<file path="config.mk">
export PLATFORM = sky130hd
export DESIGN_NAME = olist_cell
export DESIGN_NICKNAME = d
export VERILOG_FILES = /design/src/hw/rtl/olist_pkg.sv /design/src/hw/rtl/olist_cell.sv
export SDC_FILE = /design/constraint.sdc
export NUM_CORES = 1
export LEC_CHECK = 0
export ABC_AREA = 1
export CAP_MARGIN = 5
export CORE_ASPECT_RATIO = 1.75
export CORE_MARGIN = 5
export CORE_UTILIZATION = 57
export CTS_BUF_LIST = sky130_fd_sc_hd__clkbuf_4 sky130_fd_sc_hd__clkbuf_8 sky130_fd_sc_hd__clkbuf_16
export CTS_CLUSTER_DIAMETER = 120
export CTS_CLUSTER_SIZE = 12
export DETAILED_ROUTE_END_ITERATION = 16
export DONT_BUFFER_PORTS = 1
export PLACE_DENSITY = 0.75
export SYNTH_ARGS = -nofsm -noshare
export SYNTH_HDL_FRONTEND = slang
export SYNTH_SLANG_ARGS = --single-unit
export TNS_END_PERCENT = 50
</file>
<file path="constraint.sdc">
create_clock -name clock -period 2.4 [get_ports clock]
set_input_delay 0.48 -clock clock [delete_from_list [all_inputs] [get_ports clock]]
set_output_delay 0.48 -clock clock [all_outputs]
set_load 0.05 [all_outputs]
</file>
<file path="src/hw/rtl/olist_pkg.sv">
`timescale 1ns / 1ps
// Shared types and constants for the ordered list unit.
// No dependencies; every other file of the block imports this package.
package olist_pkg;

   localparam int CAPACITY = 128;
   localparam int IDX_W    = $clog2(CAPACITY);
   localparam int CNT_W    = $clog2(CAPACITY + 1);
   localparam int DATA_W   = 32;
   localparam int OP_W     = 2;
   localparam int POS_W    = 8;
   localparam int STAT_W   = 2;

   localparam logic [OP_W-1:0] OP_INSERT = 2'd0;
   localparam logic [OP_W-1:0] OP_REMOVE = 2'd1;
   localparam logic [OP_W-1:0] OP_READ   = 2'd2;
   localparam logic [OP_W-1:0] OP_FIND   = 2'd3;

   localparam logic [STAT_W-1:0] ST_OK       = 2'd0;
   localparam logic [STAT_W-1:0] ST_FULL     = 2'd1;
   localparam logic [STAT_W-1:0] ST_BADPOS   = 2'd2;
   localparam logic [STAT_W-1:0] ST_NOTFOUND = 2'd3;

   typedef enum logic [1:0] {
      CELL_HOLD,
      CELL_ROTATE,
      CELL_INSERT,
      CELL_REMOVE
   } cell_mode_type;

   // Command broadcast to every cell of the chain.
   typedef struct packed {
      cell_mode_type            mode;
      logic [IDX_W-1:0]         slot;
      logic signed [DATA_W-1:0] value;
   } cell_ctrl_type;

endpackage

</file>
<file path="src/hw/rtl/olist_cell.sv">
`timescale 1ns / 1ps
// One storage cell of the list chain: holds one entry and takes a value
// from itself, its neighbours or the broadcast command. Depends on olist_pkg.
module olist_cell import olist_pkg::*; (
   input  logic                     clock,
   input  cell_ctrl_type            ctrl,
   input  logic [IDX_W-1:0]         idx,
   input  logic signed [DATA_W-1:0] prev_value,
   input  logic signed [DATA_W-1:0] next_value,
   output logic signed [DATA_W-1:0] value
);

   logic signed [DATA_W-1:0] value_ff;
   logic signed [DATA_W-1:0] value_in;

   always_comb begin
      value_in = value_ff;
      case (ctrl.mode)
         CELL_HOLD: begin
            value_in = value_ff;
         end
         CELL_ROTATE: begin
            value_in = next_value;
         end
         CELL_INSERT: begin
            if (idx > ctrl.slot) begin
               value_in = prev_value;
            end else if (idx == ctrl.slot) begin
               value_in = ctrl.value;
            end
         end
         CELL_REMOVE: begin
            if (idx >= ctrl.slot) begin
               value_in = next_value;
            end
         end
         default: begin
            value_in = value_ff;
         end
      endcase
   end

   always_ff @(posedge clock) begin
      value_ff <= value_in;
   end

   assign value = value_ff;

endmodule

</file>
Yosys cells after proc, flatten, opt, wreduce, memory -nomap -nowiden
Cells that the tools add are included.

$lt $le $gt $ge: 2. Eq/ne operators: 6. Muxes and demuxes: 4. Bitwise logic cells: 1. Reductions and logical operators: 2.

Operators by type and width (count): $mux W32 (3); $pmux W32 S3 (1); $eq A7 B7 Y1 (1); $ge A7 B7 Y1 (1); $gt A7 B7 Y1 (1); $eq A2 B2 Y1 const B (2); $ne A3 B3 Y1 const B (1); $reduce_and A3 Y1 (1); $eq A2 B1 Y1 const B (1); $logic_not A2 Y1 (1); $ne A2 B2 Y1 const B (1); $not A1 Y1 (1).

Register bits: 32. Input bits: 113. Output and inout port bits: 32. Word-level logic and storage cells: 16.

Logic depth before layout (Yosys ltp)
Gate-level depths: netlist (run 1).

Word-level depth: 4. Depth in mapped cells: 12. Mapped depth without buffers: 11.

Worst setup path after synthesis (run 1)
OpenSTA, ideal clock, no wires.

Kind: in2reg. Start: input ctrl[38] in the netlist's numbering. End: register value_ff[0] (netlist: value[0]) (enable). Setup time: 0.391 ns. Arrival time: 2.159 ns. Data required time: 2.009 ns. Path slack: -0.150 ns. Stages on the path: 8. Path buffers: 1. Path through: inv_1 > ha_1 > nand2_2 > nor2_4 > nand2_2 > nand2_4 > buf_2 > o22a_1.

Cells in the longest elaborated chain, start to end: 3. Elaborated cells on any way between the ends: 6. Those cells by class: order compare: 2; eq/ne: 3; reduce/logical: 1.

RTL lines: start, declared (RTL line olist_cell.sv:6) `input cell_ctrl_type ctrl,`; $gt A7 B7 Y1 (tied with other cells) (RTL line olist_cell.sv:26) `if (idx > ctrl.slot) begin`; $ne A3 B3 Y1 (no source line) / $ne A2 B2 Y1 (equally long branches); $reduce_and A3 Y1 (no source line) *; end signal, assigned (RTL line olist_cell.sv:44) `value_ff <= value_in;`; end, declared (RTL line olist_cell.sv:13) `logic signed [DATA_W-1:0] value_ff;`.

Mark *: on every way between the ends. The rest lies on a longest branch, timed or not. A chain may end at the register's enable or synchronous reset.

Worst setup path in the final report (run 1)
Start: input ctrl[38] in the netlist's numbering. End: register value_ff[8] (netlist: value[8]) (data pin).

Cells in the longest elaborated chain, start to end: 3.

RTL lines: $gt A7 B7 Y1 (RTL line olist_cell.sv:26); $mux W32 (RTL line olist_cell.sv:26); $pmux W32 S3 (RTL line olist_cell.sv:18) `case (ctrl.mode)`; named net value_in[8] (RTL line olist_cell.sv:14) `logic signed [DATA_W-1:0] value_in;`.

The timed path passes the listed nets, and every way through them passes these cells.

==> flow_summary.yaml, run 1 <==
run_status:
  status: "finished clean"
synthesis:
  synth_cell_types: 17
  syn_nets: 429
  synth_commonest_cells: "nand2_1, inv_1, nand3_1, edfxtp_1, ha_1"
  syn_inst: 309
  ys_seq_area_frac: 0.434
  yosysWarnings: 0
  synth-seq-cells: 32
  post-synth-top-count-cell: "nand2_1"
  synth-edff-count: 32
  yosys.area.top_type_share: 0.434
  syn_area_per_cell_sq_um: 7.17
  synthFlopType: "edfxtp_1"
  syn-cell-area_sq_um: 2220
  async_reset_ff_frac: 0
  synth_area_leader_cell: "edfxtp_1"
  synth_area_leaders: "edfxtp_1, nand2_1, nand3_1, inv_1, ha_1"
die:
  die-area_sq_um: 5280
  core_sq_um: 3830
  num_rows: 30
  ios: 145
  die_x_um: 57.1
  start_util: 0.579
  die_y_um: 92.5
drt:
  routed-wl-met2_mm: 2.88
  met1Wirelength_mm: 1.85
  wl_per_cell_um: 14.9
  drc: 0
  ant_nets: 0
  finalWirelength_mm: 5.29
  drt_iter0_markers: 60
  viasPerCell: 5.31
  first_pass_iters: 4
  num_vias: 1884
  met3_length_um: 524
  maxUsedRoutingLayer: "met4"
grt:
  grt_pass1_vias: 1769
  grt_max_degree: 34
  grt_use_total: 0.194
  gr-total-overflow: 0
  antenna_found_initial: 0
  grt_first_pass_wirelength_mm: 8.03
run:
  cap_viol_max_count: 0
cts:
  cts.htree.levels: 2
  cts_resized: 0
  cts_post_setup_buffers_inserted: 0
  cts_sinks: 32
  cts_buffers: 5
  cts-root-buf: "clkbuf_8"
  cts_buffer_depth: 2
  path_clk_slew_ns: 0.06
  ctsHoldBuffers: 0
  cts_tree: "yes"
final_layout:
  drive_gt1_frac: 0.0717
  syn_to_final_growth_pct: 5.08
  largest_reg_flops: 32
  n_antenna_cell: 0
  final_core_util: 0.608
  layout.nets: 427
sta:
  period_share: 0.798
  hold_violations: 0
  fin_setup_tns_ns: 0
  rsz0062_at_grt: "false"
  slew-limit-headroom: 0.312
  slew_violations: 0
  setup_slack_ns: 0.485
  setup_viol: 0
  worstMarginPinSlew_ns: 1.03
  max_freq_ghz: 0.522
  fin_crit_ns: 1.92
placement:
  dp_hpwl_mm: 4.01
  place_ws_ns: 0.165
  port_buffers: 0
  gp_congestion: 0.756
critical_path:
  cp.required_ns: 2.43
  path_cells: "inv_1 -> ha_1 -> nand2_2 -> inv_1 -> a21oi_2 -> nand2_4 -> buf_4 -> nand2_2 -> buf_4 -> nand2_1 -> nand3_1 -> nand2_1"
  crit_arrival_ns: 1.94
  setup.worst_path.end_class: "register"
  timing_worst_setup_path_type: "in -> reg"
  startpoint_type: "input port"
  crit_slowest_cell: "ha_1"
  slowest_delay_ns: 0.30
  crit_path_max_fanout: 20
power_and_ir_drop:
  power_mw: 1.74
  powerDensity_nw_per_um2: 748
  power_leakage_nw: 1.30
  ir_drop_mv: 0.479
min_path:
  hp-class: "in -> reg"
## per-stage QoR
stage                     cells  area [sq um]  hold slack [ns]
after floorplan             309          2220            0.666
after global placement      348          2250            0.668
after detailed placement    348          2250            0.672
after CTS                   355          2330            0.382
after global routing        355          2330            0.385
final                       355          2330            0.393
## critical path, delay by kind of cell
kind,cells,cell delay (ns)
buf+inv,4,0.49
simple gates,6,0.48
fa+ha+maj,1,0.30
compound gates,1,0.18
## logic make-up after synthesis
logic type | after synthesis | share of synthesized area
buf+inv | 92 | 0.164
compound gates | 3 | 0.0102
simple gates | 175 | 0.352
fa+ha+maj | 7 | 0.0395
flops | 32 | 0.434
## worst paths after layout
kind | start | to | slack (ns) | cells past startpoint
setup / recovery | ctrl[38] | value[8] | 0.48 | 12
hold / removal | next_value[10] | value[10] | 0.39 | 2
## final cells by class
| class | count | area, sq um |
|---|---|---|
| Fill cell | 361 | 1500 |
| Sequential cell | 32 | 961 |
| Multi-Input combinational cell | 185 | 892 |
| Inverter | 77 | 289 |
| Clock buffer | 6 | 76.3 |
| Tap cell | 48 | 60.1 |
| Timing Repair Buffer | 6 | 45.0 |
| Clock inverter | 1 | 5.00 |
## per-layer routing
metal,vias to the layer above,global-route usage
met5,-,0
met4,0,0.0658
met3,5,0.0753
met2,88,0.359
met1,851,0.192
li1,940,-
## placed cells by master, fill, tap and decap left out, types with 3 or more instances in the layout
cell,count
nand2_1,103
inv_1,77
nand3_1,65
edfxtp_1,32
ha_1,7
buf_4,6
clkbuf_8,5
nand2_2,3
## power breakdown
group | leakage [nW] | total, mW | internal, mW | switching (mW)
clock network | 0.0445 | 0.384 | 0.208 | 0.176
logic | 0.945 | 0.266 | 0.0912 | 0.175
registers | 0.315 | 1.09 | 0.737 | 0.354
Power figures use the tool's default switching activity.
==> inputs of run 2 (changes only) <==
--- a/config.mk
+++ b/config.mk
@@ -9,13 +9,13 @@
 export CAP_MARGIN = 5
 export CORE_ASPECT_RATIO = 1.75
 export CORE_MARGIN = 5
-export CORE_UTILIZATION = 57
+export CORE_UTILIZATION = 63
 export CTS_BUF_LIST = sky130_fd_sc_hd__clkbuf_4 sky130_fd_sc_hd__clkbuf_8 sky130_fd_sc_hd__clkbuf_16
 export CTS_CLUSTER_DIAMETER = 120
 export CTS_CLUSTER_SIZE = 12
 export DETAILED_ROUTE_END_ITERATION = 16
 export DONT_BUFFER_PORTS = 1
-export PLACE_DENSITY = 0.75
+export PLACE_DENSITY = 0.79
 export SYNTH_ARGS = -nofsm -noshare
 export SYNTH_HDL_FRONTEND = slang
 export SYNTH_SLANG_ARGS = --single-unit
==> constraint.sdc (replaced) <==
create_clock -name clock -period 1.9 [get_ports clock]
set_input_delay 0.38 -clock clock [delete_from_list [all_inputs] [get_ports clock]]
set_output_delay 0.38 -clock clock [all_outputs]
set_load 0.05 [all_outputs]
==> flow_summary.yaml, run 2 (synthesis gave the netlist of run 1 again) <==
grt:
  grt-busiest-layer: "met2"
  grt_max_degree: 33
  antenna_found_initial: 0
  grt_use_total: 0.225
  grt_use_met1: 0.229
  grtUsageMet3: 0.0809
  grt_first_pass_wirelength_mm: 8.01
  grtUsageMet2: 0.401
  grt_pass1_vias: 1872
  gr-total-overflow: 0
final_layout:
  num-fill-cells: 293
  final_common_cell: "nand2_1"
  final_cell_mix: "nand2_1, inv_1, nand3_1"
  largest_reg_flops: 32
  regArea_sq_um: 961
  syn_to_final_growth_pct: 8.75
  n_antenna_cell: 0
  fin_cells: 354
  drive_gt1_frac: 0.0841
  layout.nets: 428
  multi_input_area_sq_um: 915
cts:
  cts.htree.levels: 2
  cts_resized: 0
  cts_buffers: 5
  cts-root-buf: "clkbuf_8"
  ctsHoldBuffers: 0
  cts_tree: "yes"
  cts_post_setup_buffers_inserted: 0
  cts_buffer_depth: 2
  cts_sinks: 32
  path_clk_slew_ns: 0.07
drt:
  ant_nets: 0
  num_vias: 1931
  drt_iter0_markers: 43
  wl_per_cell_um: 14.8
  drc: 0
  first_pass_iters: 4
  viasPerCell: 5.45
  finalWirelength_mm: 5.23
power_and_ir_drop:
  ir_drop_mv: 0.842
  p_switching_mw: 0.905
  power_leakage_nw: 1.33
  swShare: 0.381
  p_comb_frac: 0.152
  clkPwrFrac: 0.268
  seqPwrFrac: 0.581
  p_int_mw: 1.47
  powerDensity_nw_per_um2: 985
min_path:
  hp-class: "in -> reg"
sta:
  worstMarginPinSlew_ns: 0.983
  max_freq_ghz: 0.611
  hold_violations: 0
  period_share: 0.861
  slew-limit-headroom: 0.344
  rsz0062_at_grt: "false"
  fin_crit_ns: 1.64
  fin_setup_tns_ns: 0
  slew_violations: 0
  setup_viol: 0
die:
  die-area_sq_um: 4850
  die_x_um: 54.8
  ios: 145
  num_rows: 28
  core_sq_um: 3400
  die_y_um: 88.5
  start_util: 0.652
critical_path:
  crit_path_max_fanout: 32
  setup.worst_path.end_class: "register"
  startpoint_type: "input port"
  timing_worst_setup_path_type: "in -> reg"
  cp.required_ns: 1.82
  crit_arrival_ns: 1.55
placement:
  dp_hpwl_mm: 4.09
  gp_congestion: 0.798
  placed_cells: 346
  port_buffers: 0
run_status:
  status: "finished clean"
run:
  cap_viol_max_count: 0
[run 2: changes by cell type in the layout (fill, tap and decap cells not counted)]
cell and change:
bufinv_16 +1, nand2_2 +1, o22a_4 +1, o22a_2 -1, buf_12 +2, buf_4 -1
ha_1 -1, nand2_1 -1, ha_4 +1
[run 2: critical path, stage by stage]
cell and delay [ns]:
inv_1 0.03, ha_1 0.30, nand2_2 0.08, nor2_4 0.12, nand4_4 0.11, nand2_1 0.10, o22a_4 0.41
[run 2: area by class of cell]
cell class,count,share of cell area
clock buffer,6,0.0317
timing repair buffer,7,0.0322
sequential,32,0.399
clock inverter,2,0.0145
inverter,77,0.120
tap,45,0.0234
multi-input combinational,185,0.380
[run 2: worst paths after layout]
kind,from,endpoint,slack [ns],depth (start not counted)
max,ctrl[37],value[5],0.26,7
min,next_value[14],value[14],0.29,2
[run 2: power groups by stage]
stage	Sequential (mW)	Clock [mW]	Combinational, mW
2_1_floorplan	1.37	0	0.286
3_3_place_gp	1.39	0	0.350
3_5_place_dp	1.39	0	0.363
4_1_cts	1.38	0.645	0.364
5_1_grt	1.39	0.677	0.415
6_report	1.38	0.635	0.360
[run 2: stage by stage]
| stage | setup WS, ns | hold slack, ns | util | power, mW | cell area (sq um) |
|---|---|---|---|---|---|
| 2_1_floorplan | 0.00274 | 0.566 | - | 1.65 | 2250 |
| 3_3_place_gp | 0.0316 | 0.569 | 0.676 | 1.74 | 2300 |
| 3_5_place_dp | -0.0202 | 0.572 | 0.676 | 1.76 | 2300 |
| 4_1_cts | 0.262 | 0.285 | 0.709 | 2.39 | 2410 |
| 5_1_grt | 0.190 | 0.280 | 0.709 | 2.48 | 2410 |
| 6_report | 0.264 | 0.291 | 0.709 | 2.37 | 2410 |
[run 2: routing by layer]
metal  wire length, um  up-vias
met5                 0        -
met4               112        0
met3               460       10
met2              2790       99
met1              1870      880
li1                  -      942
